==> config.mk <==
export PLATFORM = sky130hd
export DESIGN_NAME = seven_segment_scan_driver_unit
export DESIGN_NICKNAME = d
export VERILOG_FILES = /design/src/rtl/core/ssd_pkg.sv /design/src/rtl/core/seven_segment_scan_driver_unit.sv /design/src/rtl/core/ssd_front.sv /design/src/rtl/core/ssd_queue.sv /design/src/rtl/core/ssd_back.sv
export SDC_FILE = /design/constraint.sdc
export NUM_CORES = 1
export LEC_CHECK = 0
export ABC_AREA = 1
export BUFFER_PORTS_ARGS = -buffer_cell sky130_fd_sc_hd__buf_4
export CAP_MARGIN = 20
export CORE_MARGIN = 2
export CORE_UTILIZATION = 60
export CTS_CLUSTER_SIZE = 10
export DETAILED_ROUTE_END_ITERATION = 8
export PLACE_DENSITY = 0.85
export SYNTH_ARGS = -nofsm -noshare
export SYNTH_HDL_FRONTEND = slang
export SYNTH_SLANG_ARGS = --single-unit
==> constraint.sdc <==
create_clock -name clock -period 6.7 [get_ports clock]
set_clock_uncertainty 0.05 [all_clocks]
set_input_delay 1.005 -clock clock [delete_from_list [all_inputs] [get_ports clock]]
set_output_delay 1.005 -clock clock [all_outputs]
set_load 0.01 [all_outputs]
==> src/rtl/core/ssd_pkg.sv <==
package ssd_pkg;

   localparam int DIGIT_COUNT = 4;
   localparam int SCAN_WIDTH  = 2;
   localparam int VALUE_WIDTH = 14;

   localparam logic [VALUE_WIDTH-1:0] MAX_SHOWN = 14'd9999;

   // floor(v * RECIP >> SHIFT) equals the quotient over the operand's range (0..9999, 0..999, 0..99)
   localparam logic [13:0] RECIP_1000 = 14'd8389;
   localparam int          SHIFT_1000 = 23;
   localparam logic [5:0]  RECIP_100  = 6'd41;
   localparam int          SHIFT_100  = 12;
   localparam logic [7:0]  RECIP_10   = 8'd205;
   localparam int          SHIFT_10   = 11;

   localparam logic [7:0] SEG_DOT   = 8'h80;
   localparam logic [7:0] SEG_BLANK = 8'h00;

   typedef enum logic {
      OP_LOAD = 1'b0,
      OP_TICK = 1'b1
   } op_type;

   typedef struct packed {
      logic       blank;
      logic [3:0] value;
   } digit_type;

   typedef struct packed {
      op_type                            op;
      digit_type [DIGIT_COUNT-1:0]       digits;   // index 0 = thousands
   } item_type;

   function automatic logic [13:0] times_1000(input logic [3:0] d);
      logic [13:0] r;
      unique case (d)
         4'd1:    r = 14'd1000;
         4'd2:    r = 14'd2000;
         4'd3:    r = 14'd3000;
         4'd4:    r = 14'd4000;
         4'd5:    r = 14'd5000;
         4'd6:    r = 14'd6000;
         4'd7:    r = 14'd7000;
         4'd8:    r = 14'd8000;
         4'd9:    r = 14'd9000;
         default: r = 14'd0;
      endcase
      return r;
   endfunction

   function automatic logic [9:0] times_100(input logic [3:0] d);
      logic [9:0] r;
      unique case (d)
         4'd1:    r = 10'd100;
         4'd2:    r = 10'd200;
         4'd3:    r = 10'd300;
         4'd4:    r = 10'd400;
         4'd5:    r = 10'd500;
         4'd6:    r = 10'd600;
         4'd7:    r = 10'd700;
         4'd8:    r = 10'd800;
         4'd9:    r = 10'd900;
         default: r = 10'd0;
      endcase
      return r;
   endfunction

   function automatic logic [6:0] times_10(input logic [3:0] d);
      logic [6:0] r;
      unique case (d)
         4'd1:    r = 7'd10;
         4'd2:    r = 7'd20;
         4'd3:    r = 7'd30;
         4'd4:    r = 7'd40;
         4'd5:    r = 7'd50;
         4'd6:    r = 7'd60;
         4'd7:    r = 7'd70;
         4'd8:    r = 7'd80;
         4'd9:    r = 7'd90;
         default: r = 7'd0;
      endcase
      return r;
   endfunction

   // common-cathode pattern, bit0 = a .. bit6 = g
   function automatic logic [7:0] seg_code(input logic [3:0] d);
      logic [7:0] r;
      unique case (d)
         4'd0:    r = 8'h3F;
         4'd1:    r = 8'h06;
         4'd2:    r = 8'h5B;
         4'd3:    r = 8'h4F;
         4'd4:    r = 8'h66;
         4'd5:    r = 8'h6D;
         4'd6:    r = 8'h7D;
         4'd7:    r = 8'h07;
         4'd8:    r = 8'h7F;
         4'd9:    r = 8'h6F;
         default: r = SEG_BLANK;
      endcase
      return r & ~SEG_DOT;
   endfunction

endpackage

==> src/rtl/core/seven_segment_scan_driver_unit.sv <==
// Four-digit multiplexed seven-segment scan driver, common cathode.
// Input beats (req_): tuser selects the kind. A load beat (tuser = 0) carries a
// binary number in tdata; it is clamped to 9999, split into decimal digits
// with leading-zero blanking and stored, and it yields no result beat. A tick
// beat (tuser = 1) yields one result beat (rsp_) with the segment byte of the
// current digit and its position (0 = thousands), then advances the scan.
// Path: after a tick is accepted, the digit split runs in a three-stage front
// pipeline, a short queue follows, and the back end holds the digit buffer,
// scan index and the output register that presents the result beat.
// Throughput: one beat per cycle on the input while req_tready is high, loads and ticks mixed freely.
// When rsp_tready is low the held result stays, the queue and front pipeline
// fill, and req_tready drops after a few beats; nothing is lost or reordered.
// Reset: all digits show zero, nothing blanked, scan index at the thousands.
module seven_segment_scan_driver_unit #(
   parameter int QUEUE_DEPTH = 2
) (
   input  logic        clock,
   input  logic        reset,
   input  logic        req_tvalid,
   output logic        req_tready,
   input  logic [15:0] req_tdata,   // [15:0] number
   input  logic        req_tuser,   // [0] operation
   output logic        rsp_tvalid,
   input  logic        rsp_tready,
   output logic [15:0] rsp_tdata    // [7:0] segments, [9:8] digit_select, rest zero
);
   import ssd_pkg::*;

   logic                  fq_valid, fq_ready, qb_valid, qb_ready;
   item_type              fq_item, qb_item;
   logic [7:0]            segments;
   logic [SCAN_WIDTH-1:0] digit_select;

   ssd_front u_front (
      .clock     (clock),
      .reset     (reset),
      .in_valid  (req_tvalid),
      .in_ready  (req_tready),
      .in_op     (op_type'(req_tuser)),
      .in_number (req_tdata),
      .out_valid (fq_valid),
      .out_ready (fq_ready),
      .out_item  (fq_item)
   );

   ssd_queue #(.DEPTH(QUEUE_DEPTH)) u_queue (
      .clock      (clock),
      .reset      (reset),
      .push_valid (fq_valid),
      .push_ready (fq_ready),
      .push_item  (fq_item),
      .pop_valid  (qb_valid),
      .pop_ready  (qb_ready),
      .pop_item   (qb_item)
   );

   ssd_back u_back (
      .clock        (clock),
      .reset        (reset),
      .in_valid     (qb_valid),
      .in_ready     (qb_ready),
      .in_item      (qb_item),
      .out_valid    (rsp_tvalid),
      .out_ready    (rsp_tready),
      .out_segments (segments),
      .out_select   (digit_select)
   );

   assign rsp_tdata = {6'd0, digit_select, segments};

endmodule

==> src/rtl/core/ssd_front.sv <==
module ssd_front (
   input  logic              clock,
   input  logic              reset,
   input  logic              in_valid,
   output logic              in_ready,
   input  ssd_pkg::op_type   in_op,
   input  logic [15:0]       in_number,
   output logic              out_valid,
   input  logic              out_ready,
   output ssd_pkg::item_type out_item
);
   import ssd_pkg::*;

   // stage 1: saturate, thousands digit
   logic                   s1_valid_ff, s1_valid_in;
   op_type                 s1_op_ff;
   logic [VALUE_WIDTH-1:0] s1_value_ff, s1_value_in;
   logic [3:0]             s1_d0_ff, s1_d0_in;
   // stage 2: hundreds digit
   logic                   s2_valid_ff;
   op_type                 s2_op_ff;
   logic [3:0]             s2_d0_ff, s2_d1_in, s2_d1_ff;
   logic [9:0]             s2_rem_ff, s2_rem_in;
   // stage 3: tens, ones, blanking
   logic                   s3_valid_ff;
   item_type               s3_item_ff, s3_item_in;

   logic        s1_ready, s2_ready, s3_ready;
   logic [27:0] prod_1000;
   logic [15:0] prod_100;
   logic [14:0] prod_10;
   logic [6:0]  rem_10;
   logic [3:0]  d2, d3;

   assign s3_ready = !s3_valid_ff || out_ready;
   assign s2_ready = !s2_valid_ff || s3_ready;
   assign s1_ready = !s1_valid_ff || s2_ready;
   assign in_ready = s1_ready;
   assign s1_valid_in = in_valid;

   always_comb begin
      s1_value_in = (in_number > 16'(MAX_SHOWN)) ? MAX_SHOWN : in_number[VALUE_WIDTH-1:0];
      prod_1000   = 28'(s1_value_in) * 28'(RECIP_1000);
      s1_d0_in    = prod_1000[SHIFT_1000 +: 4];
   end

   always_comb begin
      s2_rem_in = 10'(s1_value_ff - times_1000(s1_d0_ff));
      prod_100  = 16'(s2_rem_in) * 16'(RECIP_100);
      s2_d1_in  = prod_100[SHIFT_100 +: 4];
   end

   always_comb begin
      rem_10  = 7'(s2_rem_ff - times_100(s2_d1_ff));
      prod_10 = 15'(rem_10) * 15'(RECIP_10);
      d2      = prod_10[SHIFT_10 +: 4];
      d3      = 4'(rem_10 - times_10(d2));
      s3_item_in.op              = s2_op_ff;
      s3_item_in.digits[0].value = s2_d0_ff;
      s3_item_in.digits[1].value = s2_d1_ff;
      s3_item_in.digits[2].value = d2;
      s3_item_in.digits[3].value = d3;
      s3_item_in.digits[0].blank = (s2_d0_ff == 4'd0);
      s3_item_in.digits[1].blank = s3_item_in.digits[0].blank && (s2_d1_ff == 4'd0);
      s3_item_in.digits[2].blank = s3_item_in.digits[1].blank && (d2 == 4'd0);
      s3_item_in.digits[3].blank = 1'b0;
   end

   always_ff @(posedge clock) begin
      if (reset) begin
         s1_valid_ff <= 1'b0;
         s2_valid_ff <= 1'b0;
         s3_valid_ff <= 1'b0;
      end else begin
         if (s1_ready) s1_valid_ff <= s1_valid_in;
         if (s2_ready) s2_valid_ff <= s1_valid_ff;
         if (s3_ready) s3_valid_ff <= s2_valid_ff;
      end
   end

   always_ff @(posedge clock) begin
      if (s1_ready && s1_valid_in) begin
         s1_op_ff    <= in_op;
         s1_value_ff <= s1_value_in;
         s1_d0_ff    <= s1_d0_in;
      end
      if (s2_ready && s1_valid_ff) begin
         s2_op_ff  <= s1_op_ff;
         s2_d0_ff  <= s1_d0_ff;
         s2_d1_ff  <= s2_d1_in;
         s2_rem_ff <= s2_rem_in;
      end
      if (s3_ready && s2_valid_ff) begin
         s3_item_ff <= s3_item_in;
      end
   end

   assign out_valid = s3_valid_ff;
   assign out_item  = s3_item_ff;

endmodule

==> src/rtl/core/ssd_queue.sv <==
module ssd_queue #(
   parameter int DEPTH = 2
) (
   input  logic              clock,
   input  logic              reset,
   input  logic              push_valid,
   output logic              push_ready,
   input  ssd_pkg::item_type push_item,
   output logic              pop_valid,
   input  logic              pop_ready,
   output ssd_pkg::item_type pop_item
);
   import ssd_pkg::*;

   localparam int PTR_WIDTH   = (DEPTH > 1) ? $clog2(DEPTH) : 1;
   localparam int COUNT_WIDTH = $clog2(DEPTH + 1);

   item_type               entry_ff [DEPTH];
   logic [PTR_WIDTH-1:0]   wr_ptr_ff, wr_ptr_in, rd_ptr_ff, rd_ptr_in;
   logic [COUNT_WIDTH-1:0] count_ff, count_in;
   logic                   push, pop;

   assign push_ready = (count_ff != COUNT_WIDTH'(DEPTH));
   assign pop_valid  = (count_ff != '0);
   assign push       = push_valid && push_ready;
   assign pop        = pop_valid && pop_ready;
   assign pop_item   = entry_ff[rd_ptr_ff];

   always_comb begin
      wr_ptr_in = wr_ptr_ff;
      rd_ptr_in = rd_ptr_ff;
      count_in  = count_ff;
      if (push) wr_ptr_in = (wr_ptr_ff == PTR_WIDTH'(DEPTH - 1)) ? '0 : wr_ptr_ff + 1'b1;
      if (pop)  rd_ptr_in = (rd_ptr_ff == PTR_WIDTH'(DEPTH - 1)) ? '0 : rd_ptr_ff + 1'b1;
      if (push && !pop) count_in = count_ff + 1'b1;
      if (pop && !push) count_in = count_ff - 1'b1;
   end

   always_ff @(posedge clock) begin
      if (reset) begin
         wr_ptr_ff <= '0;
         rd_ptr_ff <= '0;
         count_ff  <= '0;
      end else begin
         wr_ptr_ff <= wr_ptr_in;
         rd_ptr_ff <= rd_ptr_in;
         count_ff  <= count_in;
      end
   end

   always_ff @(posedge clock) begin
      if (push) entry_ff[wr_ptr_ff] <= push_item;
   end

   a_count_bound: assert property (@(posedge clock) disable iff (reset)
      count_ff <= COUNT_WIDTH'(DEPTH))
      else $error("queue count beyond depth");

   a_pop_drains: assert property (@(posedge clock) disable iff (reset)
      (pop && !push) |=> (count_ff == $past(count_ff) - 1'b1))
      else $error("queue count did not drop on pop");

endmodule

==> src/rtl/core/ssd_back.sv <==
module ssd_back (
   input  logic                              clock,
   input  logic                              reset,
   input  logic                              in_valid,
   output logic                              in_ready,
   input  ssd_pkg::item_type                 in_item,
   output logic                              out_valid,
   input  logic                              out_ready,
   output logic [7:0]                        out_segments,
   output logic [ssd_pkg::SCAN_WIDTH-1:0]    out_select
);
   import ssd_pkg::*;

   digit_type [DIGIT_COUNT-1:0] buffer_ff, buffer_in;
   logic [SCAN_WIDTH-1:0]       scan_ff, scan_in;
   logic                        valid_ff, valid_in;
   logic [7:0]                  seg_ff, seg_in;
   logic [SCAN_WIDTH-1:0]       sel_ff;
   logic                        out_free, do_tick, do_load;
   digit_type                   cur;

   assign out_free = !valid_ff || out_ready;
   assign in_ready = (in_item.op == OP_LOAD) || out_free;
   assign do_load  = in_valid && (in_item.op == OP_LOAD);
   assign do_tick  = in_valid && (in_item.op == OP_TICK) && out_free;

   always_comb begin
      cur       = buffer_ff[scan_ff];
      seg_in    = cur.blank ? SEG_BLANK : seg_code(cur.value);
      buffer_in = do_load ? in_item.digits : buffer_ff;
      scan_in   = do_tick ? scan_ff + 1'b1 : scan_ff;
      valid_in  = do_tick ? 1'b1 : (out_ready ? 1'b0 : valid_ff);
   end

   always_ff @(posedge clock) begin
      if (reset) begin
         buffer_ff <= '0;
         scan_ff   <= '0;
         valid_ff  <= 1'b0;
      end else begin
         buffer_ff <= buffer_in;
         scan_ff   <= scan_in;
         valid_ff  <= valid_in;
      end
   end

   always_ff @(posedge clock) begin
      if (do_tick) begin
         seg_ff <= seg_in;
         sel_ff <= scan_ff;
      end
   end

   assign out_valid    = valid_ff;
   assign out_segments = seg_ff;
   assign out_select   = sel_ff;

   a_tick_advances: assert property (@(posedge clock) disable iff (reset)
      do_tick |=> (scan_ff == $past(scan_ff) + 1'b1))
      else $error("scan index did not advance on tick");

   a_load_holds_scan: assert property (@(posedge clock) disable iff (reset)
      (do_load && !do_tick) |=> $stable(scan_ff))
      else $error("scan index moved on load");

endmodule

## Word-level counts from Yosys, hierarchy flattened

Memory sizes are Yosys's and may differ from the RTL's. A register that Yosys moved wholly into a read port is not among the register bits.
Index checks and enable logic that the tools add are counted.

- Shift-type cells: 0
- Multiplexer cells: 15
- Div/mod/pow operators: 0
- $lt $le $gt $ge: 2
- Bitwise gates (word level): 1
- Add/sub/neg operators: 8
- Eq/ne operators: 1
- Reductions and logical operators: 29
- Multiply operators: 3

Operator list:

| operator | number |
|---|---|
| multiplier 14 x 14 -> 27 bit, second input constant | 1 |
| > comparator 16 x 14 -> 1 bit, second input constant | 1 |
| multiplier 10 x 6 -> 16 bit, second input constant | 1 |
| multiplier 7 x 8 -> 15 bit, second input constant | 1 |
| two-way mux 14 bit | 1 |
| logical AND 1 bit | 12 |
| logical NOT 4 bit | 3 |
| binary-select mux 5 bit (select 2 bit) | 1 |
| subtractor 10 bit | 1 |
| two-way mux 1 bit | 8 |
| two-way mux 4 bit | 2 |
| subtractor 7 bit | 1 |
| logical NOT 1 bit | 6 |
| nonzero test 2 bit | 3 |
| logical OR 1 bit | 5 |
| two-way mux 5 bit | 1 |
| adder 2 x 1 -> 2 bit, second input constant | 2 |
| two-way mux 2 bit | 2 |
| subtractor 4 bit | 1 |
| less-than comparator 2 x 3 -> 1 bit, second input constant | 1 |
| adder 1 bit, second input constant | 2 |
| inequality test 2 bit, second input constant | 1 |
| subtractor 2 x 1 -> 2 bit, second input constant | 1 |
| NOT 1 bit | 1 |

- Input bits: 21
- Register bits: 84
- Bits in latches: 0
- Output and inout port bits: 18
- ROM bits: 512
- RAM bits: 40
- Memories kept: 5
- Word-level logic and storage cells: 97

Memories:

| name | depth | width | rd ports | clocked after Yosys merged registers in | write ports | line | text |
|---|---|---|---|---|---|---|---|
| (no name shown) | 16 | 11 | 1 | 1 | 0 | ssd_pkg.sv:37 | `unique case (d)` |
| (no name shown) | 16 | 8 | 1 | 1 | 0 | ssd_pkg.sv:54 | `unique case (d)` |
| (no name shown) | 16 | 7 | 1 | 1 | 0 | ssd_pkg.sv:89 | `unique case (d)` |
| (no name shown) | 16 | 6 | 1 | 0 | 0 | ssd_pkg.sv:71 | `unique case (d)` |
| u_queue.entry_ff | 2 | 20 | 1 | 1 | 1 | ssd_queue.sv:18 | `item_type entry_ff [DEPTH];` |

## Logic depth before layout (Yosys ltp)

Gate-level depths: netlist of run 1.

- Depth in word-level cells: 8
- Mapped depth: 34
- Mapped depth without buffers: 34

## Modules after synthesis

From an unflattened synthesis of run 1, not the netlist that was laid out.

- Cells, all modules: 1049
- Area, all modules: 10371.2 sq um

By module, submodules not included:

| module | cells each | seq. area each (sq um) | area each (sq um) | times used |
|---|---|---|---|---|
| ssd_front | 746 | 1811.7 | 6897.9 | 1 |
| ssd_queue | 103 | 1361.3 | 1851.8 | 1 |
| ssd_back | 193 | 730.7 | 1572.8 | 1 |
| seven_segment_scan_driver_unit | 7 | 0.0 | 48.8 | 1 |

## Least setup slack after synthesis of run 1

No wires, ideal clock.

- Path kind: input to register
- Start point: in req_tdata[12]
- End point: reg (tool-made name)
- Path slack: 0.954 ns
- Setup time: 0.112 ns
- Cell stages on the path: 30
- Arrival time: 5.584 ns
- Path buffers: 0
- Required time: 6.538 ns
- Cell sequence: inv_2 nand2_1 a21oi_2 nand2_2 nor2_1 inv_1 ha_1 ha_1 ha_1 inv_1 fa_1 inv_1 fa_1 ha_1 ha_1 nand2_1 nor2_1 nand2_1 o211ai_1 a21oi_1 nand2_1 nand2_1 nand3_1 nand2_1 inv_1 ha_1 nand2_1 nand2_1 nand2_1 nand2_1

RTL lines:

| element | line | text |
|---|---|---|
| from (decl) | seven_segment_scan_driver_unit.sv:21 | `input logic [15:0] req_tdata,` |

==> results of run 1 <==
[state kept, by name, indices dropped and copies added (netlist names), named ones only]
name	cells
u_back.out_segments	7
u_front.out_item	20
u_front.s1_op_ff	1
u_front.out_valid	1
u_front.s1_d0_ff	4
u_front.s1_value_ff	10
u_queue.wr_ptr_ff	1
u_front.s2_valid_ff	1
u_front.s2_d1_ff	4
u_queue.rd_ptr_ff	1
u_back.out_select	2
u_back.out_valid	1
u_front.s2_op_ff	1
u_front.s2_rem_ff	7
u_front.s1_valid_ff	1
u_queue.count_ff	2
u_back.buffer_ff	19
u_queue.entry_ff	40
u_front.s2_d0_ff	4
u_back.scan_ff	2
[metrics by stage]
step                      setup slack (ps)  hold slack (ps)  instance area [um2]  cells   util
after floorplan                        954              350                10000   1056      -
after global placement                 488              356                10500   1295  0.638
after detailed placement               388              369                10500   1295  0.638
after CTS                              837              382                11100   1326  0.672
after global routing                   361              388                11100   1326  0.672
final                                  766              381                11100   1326  0.672
[worst max path at each step]
stage	slack, ps	startpoint	endpoint
floorplan	950	req_tdata[12]	flop
global placement	490	req_tdata[12]	flop
detailed placement	390	req_tdata[12]	flop
CTS	840	req_tdata[12]	flop
global route	360	req_tdata[12]	flop
finish	770	req_tdata[12]	flop
[cell usage after synthesis, types with 8 or more instances]
master | instances | area, um2
sky130_fd_sc_hd__a21o_1 | 8 | 60.1
sky130_fd_sc_hd__a21oi_1 | 54 | 270
sky130_fd_sc_hd__a31oi_1 | 24 | 150
sky130_fd_sc_hd__clkbuf_1 | 10 | 37.5
sky130_fd_sc_hd__dfxtp_1 | 41 | 821
sky130_fd_sc_hd__edfxtp_1 | 100 | 3000
sky130_fd_sc_hd__fa_1 | 34 | 681
sky130_fd_sc_hd__ha_1 | 176 | 2200
sky130_fd_sc_hd__inv_1 | 166 | 623
sky130_fd_sc_hd__nand2_1 | 191 | 717
sky130_fd_sc_hd__nand3_1 | 32 | 160
sky130_fd_sc_hd__nor2_1 | 74 | 278
sky130_fd_sc_hd__o21ai_0 | 17 | 85.1
sky130_fd_sc_hd__o21bai_1 | 24 | 180
sky130_fd_sc_hd__xor2_1 | 15 | 131
[area by class of cell]
type | instances | area [um2] | area share
Clock inverter | 10 | 115 | 0.0104
Timing Repair Buffer | 40 | 300 | 0.0271
Inverter | 174 | 656 | 0.0593
Multi-Input combinational cell | 720 | 5450 | 0.493
Clock buffer | 21 | 440 | 0.0398
Sequential cell | 141 | 3820 | 0.346
Tap cell | 220 | 275 | 0.0249
[metal layers]
layer  track usage  share of wire  up-vias  wire length (um)
met5             0              0        -                 0
met4         0.101          0.028        0               564
met1         0.281           0.42     3367              8540
met2         0.431           0.51      229             10300
met3        0.0377          0.041       50               825
li1              -              -     3581                 -
[cells by family (layout without fill, tap and decap cells)]
group           count (synthesis)  count (layout)  synth area share
simple gates                  337             337             0.145
fa+ha+maj                     210             210             0.288
buf+inv                       195             245            0.0770
compound gates                145             145            0.0901
flops                         141             141             0.382
xor+xnor                       21              21            0.0184
other cells                     1               7          0.000374
==> flow_results.xml, run 1 <==
<?xml version="1.0" encoding="UTF-8"?>
<metrics>
  <group name="setup_path">
    <metric name="reg2reg_to" unit="">u_front.out_item[18]</metric>
    <metric name="worst-endpoint-required" unit="ps">6990</metric>
    <metric name="worst_r2r_path_depth" unit="">29</metric>
    <metric name="cp.arrival" unit="ps">6220</metric>
    <metric name="worst_r2r_startpoint" unit="">u_front.s2_rem_ff[2]</metric>
    <metric name="setup.worst_path.start_class" unit="">input port</metric>
    <metric name="crit_path_max_incr_delay" unit="ps">510</metric>
    <metric name="critical_path_class" unit="">input port to flop</metric>
    <metric name="path_delay_family" unit="">adder cells</metric>
    <metric name="rrSetupSlack" unit="ps">950</metric>
    <metric name="cp_max_fo" unit="">10</metric>
    <metric name="crit_slowest_cell" unit="">sky130_fd_sc_hd__fa_1</metric>
    <metric name="end_kind" unit="">flop</metric>
    <metric name="worst-path-buf-inv" unit="">4</metric>
    <metric name="critical_path_cell_count" unit="">29</metric>
    <metric name="critPathMostFrequentCell" unit="">sky130_fd_sc_hd__nand2_1</metric>
  </group>
  <group name="floorplanning">
    <metric name="initial_utilization" unit="">0.609</metric>
    <metric name="ios" unit="">39</metric>
    <metric name="chip_height" unit="um">133</metric>
    <metric name="num_rows" unit="">47</metric>
    <metric name="core_area" unit="um2">16500</metric>
    <metric name="die_width" unit="um">133</metric>
    <metric name="design.die.area" unit="um2">17800</metric>
  </group>
  <group name="hold_path">
    <metric name="hp-class" unit="">flop to flop</metric>
    <metric name="hold_depth" unit="">0</metric>
    <metric name="worst_hold_path.endpoint" unit="">u_front.s2_op_ff</metric>
    <metric name="worst_hold_start" unit="">u_front.s1_op_ff</metric>
  </group>
  <group name="sta">
    <metric name="finalCriticalPeriod" unit="ps">5930</metric>
    <metric name="worst_slew_pin_slew" unit="ps">798</metric>
    <metric name="report.final.setup_viol" unit="">0</metric>
    <metric name="final_hold_viol_count" unit="">0</metric>
    <metric name="setup-tns-final" unit="ps">0</metric>
    <metric name="maxSlewHeadroom" unit="">0.467</metric>
    <metric name="final-max-slew-violation-count" unit="">0</metric>
    <metric name="rsz0062_at_grt" unit="">no</metric>
    <metric name="finalCritPeriodShare" unit="">0.886</metric>
    <metric name="max_freq" unit="GHz">0.169</metric>
  </group>
  <group name="detailed_routing">
    <metric name="drt_iter0_drc" unit="">408</metric>
    <metric name="avgRoutedWirePerCell" unit="um">15.3</metric>
    <metric name="postRouteAntennaNets" unit="">0</metric>
    <metric name="drc" unit="">0</metric>
    <metric name="detail_route.vias_per_cell" unit="">5.45</metric>
    <metric name="detailroute.via_count" unit="">7227</metric>
    <metric name="drt_first_pass_iters" unit="">6</metric>
    <metric name="totalWireLength" unit="mm">20.2</metric>
  </group>
  <group name="flow_run">
    <metric name="cap_violations" unit="">0</metric>
  </group>
  <group name="global_routing">
    <metric name="grtUsageTotal" unit="">0.238</metric>
    <metric name="grt_start_max_net_pins" unit="">39</metric>
    <metric name="number_of_antenna_violations_at_the_first_check_in_global_routing" unit="">0</metric>
    <metric name="globalRoute.totalOverflow" unit="">0</metric>
    <metric name="first_global_vias" unit="">7319</metric>
    <metric name="grt_first_pass_wirelength" unit="mm">33.6</metric>
  </group>
  <group name="clock_network">
    <metric name="clock_sinks" unit="">141</metric>
    <metric name="worstSkewPairLatency" unit="ps">420</metric>
    <metric name="cts_resized" unit="">0</metric>
    <metric name="tritoncts_clock_tree" unit="">built</metric>
    <metric name="cts_max_level" unit="">4</metric>
    <metric name="cts-buffers-inserted" unit="">17</metric>
    <metric name="clk_path_buf_depth" unit="">2</metric>
    <metric name="path_clk_slew" unit="ps">60</metric>
    <metric name="master_cell_of_the_clock_root_buffer" unit="">sky130_fd_sc_hd__clkbuf_16</metric>
    <metric name="post_cts_hold_buffer_count" unit="">0</metric>
    <metric name="post_cts.repair.setup_buffers" unit="">0</metric>
  </group>
  <group name="synth">
    <metric name="synth_seq_area_share" unit="">0.382</metric>
    <metric name="synthDistinctLibCells" unit="">48</metric>
    <metric name="synth_edf_count" unit="">100</metric>
    <metric name="synthesis_stage_register_bit_count" unit="">141</metric>
    <metric name="ys_async_sr_fraction" unit="">0</metric>
    <metric name="synth.yosys.warnings" unit="">0</metric>
    <metric name="synthFlopType" unit="">sky130_fd_sc_hd__edfxtp_1</metric>
    <metric name="mean_area_per_synthesized_cell" unit="um2">9.54</metric>
    <metric name="number_of_instances_in_the_synthesized_netlist" unit="">1050</metric>
    <metric name="mappedNetlistArea" unit="um2">10000</metric>
  </group>
  <group name="final_layout">
    <metric name="final_layout_net_count" unit="">1325</metric>
    <metric name="flow.area_growth_from_synthesis" unit="%">10.4</metric>
    <metric name="filler_cell_count" unit="">1214</metric>
    <metric name="mostFrequentLayoutCell" unit="">sky130_fd_sc_hd__nand2_1</metric>
    <metric name="drive_above_1_share" unit="">0.0886</metric>
    <metric name="most_frequent_cells_in_the_layout" unit="">sky130_fd_sc_hd__nand2_1 (191), sky130_fd_sc_hd__ha_1 (176), sky130_fd_sc_hd__inv_1 (166)</metric>
    <metric name="antenna_cells_inserted" unit="">0</metric>
  </group>
  <group name="placed_design">
    <metric name="rd_place_congestion" unit="">0.968</metric>
    <metric name="port_buffers" unit="">31</metric>
    <metric name="dp.final_hpwl" unit="mm">15.5</metric>
  </group>
  <group name="status">
    <metric name="status" unit="">finished, final reports clean</metric>
  </group>
</metrics>
Power of run 1 is left out: the tool's default activity adds up to more than one toggle a clock period on the data nets, which glitch-free logic cannot reach.
==> run 2, diff against run 1 <==
--- a/config.mk
+++ b/config.mk
@@ -15,4 +15,5 @@
 export PLACE_DENSITY = 0.85
 export SYNTH_ARGS = -nofsm -noshare
 export SYNTH_HDL_FRONTEND = slang
+export SYNTH_HIERARCHICAL = 1
 export SYNTH_SLANG_ARGS = --single-unit
==> run 2 against run 1 <==
Net effect:
- core utilization down 0.38 points
- critical path depth unchanged
- final cell count up 0.68%
- worst hold slack worse by 11 ps
- highest routed layer unchanged
==> flow_results.xml, run 2 <==
<?xml version="1.0" encoding="UTF-8"?>
<metrics>
  <group name="setup_path">
    <metric name="crit_slowest_cell" unit="">sky130_fd_sc_hd__fa_1</metric>
    <metric name="crit_path_max_incr_delay" unit="ps">510</metric>
    <metric name="worst-endpoint-required" unit="ps">6970</metric>
    <metric name="setup.worst_path.start_class" unit="">input port</metric>
    <metric name="critical_path_class" unit="">input port to flop</metric>
    <metric name="cp.arrival" unit="ps">6320</metric>
    <metric name="critPathMostFrequentCell" unit="">sky130_fd_sc_hd__nand2_1</metric>
    <metric name="end_kind" unit="">flop</metric>
    <metric name="cp_max_fo" unit="">11</metric>
  </group>
  <group name="clock_network">
    <metric name="path_clk_slew" unit="ps">60</metric>
    <metric name="master_cell_of_the_clock_root_buffer" unit="">sky130_fd_sc_hd__clkbuf_16</metric>
    <metric name="tritoncts_clock_tree" unit="">built</metric>
    <metric name="cts_resized" unit="">0</metric>
    <metric name="cts-buffers-inserted" unit="">17</metric>
    <metric name="post_cts.repair.setup_buffers" unit="">0</metric>
    <metric name="clk_path_buf_depth" unit="">2</metric>
    <metric name="worstSkewPairLatency" unit="ps">420</metric>
    <metric name="post_cts_hold_buffer_count" unit="">0</metric>
    <metric name="cts_max_level" unit="">4</metric>
    <metric name="clock_sinks" unit="">144</metric>
  </group>
  <group name="synth">
    <metric name="number_of_instances_in_the_synthesized_netlist" unit="">1049</metric>
    <metric name="synthDistinctLibCells" unit="">49</metric>
    <metric name="synth_area_leader_cell" unit="">sky130_fd_sc_hd__edfxtp_1</metric>
    <metric name="mean_area_per_synthesized_cell" unit="um2">9.89</metric>
    <metric name="ys_async_sr_fraction" unit="">0</metric>
    <metric name="synthFlopType" unit="">sky130_fd_sc_hd__edfxtp_1</metric>
    <metric name="synth_edf_count" unit="">102</metric>
    <metric name="synthesis_stage_register_bit_count" unit="">144</metric>
    <metric name="synth.yosys.warnings" unit="">6</metric>
    <metric name="synthMostInstantiatedCell" unit="">sky130_fd_sc_hd__nand2_1</metric>
    <metric name="ys_top_cells_by_area" unit="">sky130_fd_sc_hd__edfxtp_1 (30%), sky130_fd_sc_hd__ha_1 (21%), sky130_fd_sc_hd__dfxtp_1 (8.1%), sky130_fd_sc_hd__fa_1 (6.9%), sky130_fd_sc_hd__nand2_1 (6.7%)</metric>
    <metric name="mappedNetlistArea" unit="um2">10400</metric>
    <metric name="ranking_of_synthesized_cells_by_instance_count" unit="">sky130_fd_sc_hd__nand2_1 (186), sky130_fd_sc_hd__ha_1 (176), sky130_fd_sc_hd__inv_1 (151)</metric>
    <metric name="synthDominantCellAreaShare" unit="">0.295</metric>
    <metric name="synth_seq_area_share" unit="">0.376</metric>
  </group>
  <group name="sta">
    <metric name="finalCriticalPeriod" unit="ps">6050</metric>
    <metric name="finalCritPeriodShare" unit="">0.903</metric>
    <metric name="worst_slew_pin_slew" unit="ps">978</metric>
    <metric name="setup-tns-final" unit="ps">0</metric>
    <metric name="final-max-slew-violation-count" unit="">0</metric>
    <metric name="report.final.setup_viol" unit="">0</metric>
    <metric name="rsz0062_at_grt" unit="">no</metric>
    <metric name="final_hold_viol_count" unit="">0</metric>
    <metric name="maxSlewHeadroom" unit="">0.348</metric>
    <metric name="final_critical_path_setup_slack" unit="ps">647</metric>
    <metric name="max_freq" unit="GHz">0.165</metric>
  </group>
  <group name="placed_design">
    <metric name="dp.final_hpwl" unit="mm">16.0</metric>
    <metric name="port_buffers" unit="">31</metric>
    <metric name="rd_place_congestion" unit="">0.945</metric>
    <metric name="preCtsSetupSlack" unit="ps">305</metric>
  </group>
  <group name="detailed_routing">
    <metric name="detail_route.vias_per_cell" unit="">5.37</metric>
    <metric name="avgRoutedWirePerCell" unit="um">15.3</metric>
    <metric name="drt_first_pass_iters" unit="">5</metric>
    <metric name="totalWireLength" unit="mm">20.5</metric>
    <metric name="postRouteAntennaNets" unit="">0</metric>
    <metric name="drt_iter0_drc" unit="">360</metric>
    <metric name="detailroute.via_count" unit="">7171</metric>
    <metric name="drc" unit="">0</metric>
  </group>
  <group name="final_layout">
    <metric name="drive_above_1_share" unit="">0.140</metric>
    <metric name="flow.area_growth_from_synthesis" unit="%">10.3</metric>
    <metric name="most_frequent_cells_in_the_layout" unit="">sky130_fd_sc_hd__nand2_1 (186), sky130_fd_sc_hd__ha_1 (176), sky130_fd_sc_hd__inv_1 (151)</metric>
    <metric name="final_layout_net_count" unit="">1330</metric>
    <metric name="antenna_cells_inserted" unit="">0</metric>
    <metric name="top_register" unit="">u_queue/entry_ff</metric>
    <metric name="filler_cell_count" unit="">1209</metric>
    <metric name="mostFrequentLayoutCell" unit="">sky130_fd_sc_hd__nand2_1</metric>
    <metric name="largest_register_ffs" unit="">42</metric>
  </group>
  <group name="hold_path">
    <metric name="hp-class" unit="">flop to flop</metric>
  </group>
  <group name="status">
    <metric name="status" unit="">finished, final reports clean</metric>
  </group>
  <group name="floorplanning">
    <metric name="core_area" unit="um2">17100</metric>
    <metric name="initial_utilization" unit="">0.606</metric>
    <metric name="die_width" unit="um">135</metric>
    <metric name="chip_height" unit="um">135</metric>
    <metric name="design.die.area" unit="um2">18400</metric>
    <metric name="ios" unit="">39</metric>
    <metric name="num_rows" unit="">48</metric>
  </group>
  <group name="global_routing">
    <metric name="first_global_vias" unit="">7296</metric>
    <metric name="grt_start_max_net_pins" unit="">28</metric>
    <metric name="grtUsageTotal" unit="">0.234</metric>
    <metric name="number_of_antenna_violations_at_the_first_check_in_global_routing" unit="">0</metric>
    <metric name="grt_first_pass_wirelength" unit="mm">33.5</metric>
    <metric name="globalRoute.totalOverflow" unit="">0</metric>
  </group>
  <group name="flow_run">
    <metric name="cap_violations" unit="">0</metric>
  </group>
</metrics>
run 2: cell types whose count changed after synthesis, sizes merged, moves of 5 or more:
cell / before / now
a31oi: 24 / 2
mux2: 0 / 21
o21bai: 24 / 3
a21oi: 55 / 68
nand3: 34 / 46
nand2: 199 / 209
a211oi: 2 / 10
clkbuf: 10 / 2
inv: 172 / 164
a21o: 9 / 3
nor2: 77 / 72
run 2: routing by layer:
layer  global-route usage  vias up  share of wire
met1                0.267     3398           0.41
met4               0.0804        0          0.022
met5                    0        -              0
li1                     -     3594              -
met2                0.437      135           0.53
met3               0.0441       44          0.033
run 2: logic make-up (layout without fill, tap and decap cells):
kind of cell,Yosys count,count (layout),share of synthesized area
other cells,3,8,0.00109
simple gates,356,356,0.160
buf+inv,182,238,0.0714
mux,23,23,0.0320
fa+ha+maj,212,212,0.282
flops,144,144,0.376
xor+xnor,20,20,0.0169
compound gates,109,109,0.0608
run 2: path summary, 6_finish.rpt:
check | start | end | slack [ps] | cells past startpoint
setup / recovery | req_tdata[6] | flop | 650 | 29
setup reg to reg | u_front/s2_rem_ff[2] | u_front/out_item[18] | 730 | 27
hold reg to reg | u_front/s1_op_ff | u_front/s2_op_ff | 370 | 0
hold / removal | u_front/s1_op_ff | u_front/s2_op_ff | 370 | 0
run 2: worst max-delay path: cells and delay by family:
family          cells  cell delay, ps
buf+inv             3             360
compound gates      2             260
fa+ha+maj           8            2880
simple gates       16            1790
run 2: final cells by class:
type	count	area, um2	share of cell area
Multi-Input combinational cell	728	5750	0.503
Sequential cell	144	3900	0.341
Inverter	165	619	0.0542
Clock buffer	21	460	0.0403
Timing Repair Buffer	41	315	0.0276
Tap cell	225	282	0.0246
Clock inverter	11	106	0.00930
run 2: through the flow:
| stage | utilization | instance area [um2] | std cells | hold WS, ps |
|---|---|---|---|---|
| finish | 0.668 | 11400 | 1335 | 370 |
| global route | 0.668 | 11400 | 1335 | 377 |
| CTS | 0.667 | 11400 | 1334 | 370 |
| detailed placement | 0.634 | 10900 | 1302 | 357 |
| global placement | 0.634 | 10900 | 1302 | 354 |
| floorplan | - | 10400 | 1054 | 350 |
Power of run 2 is left out for the same reason.
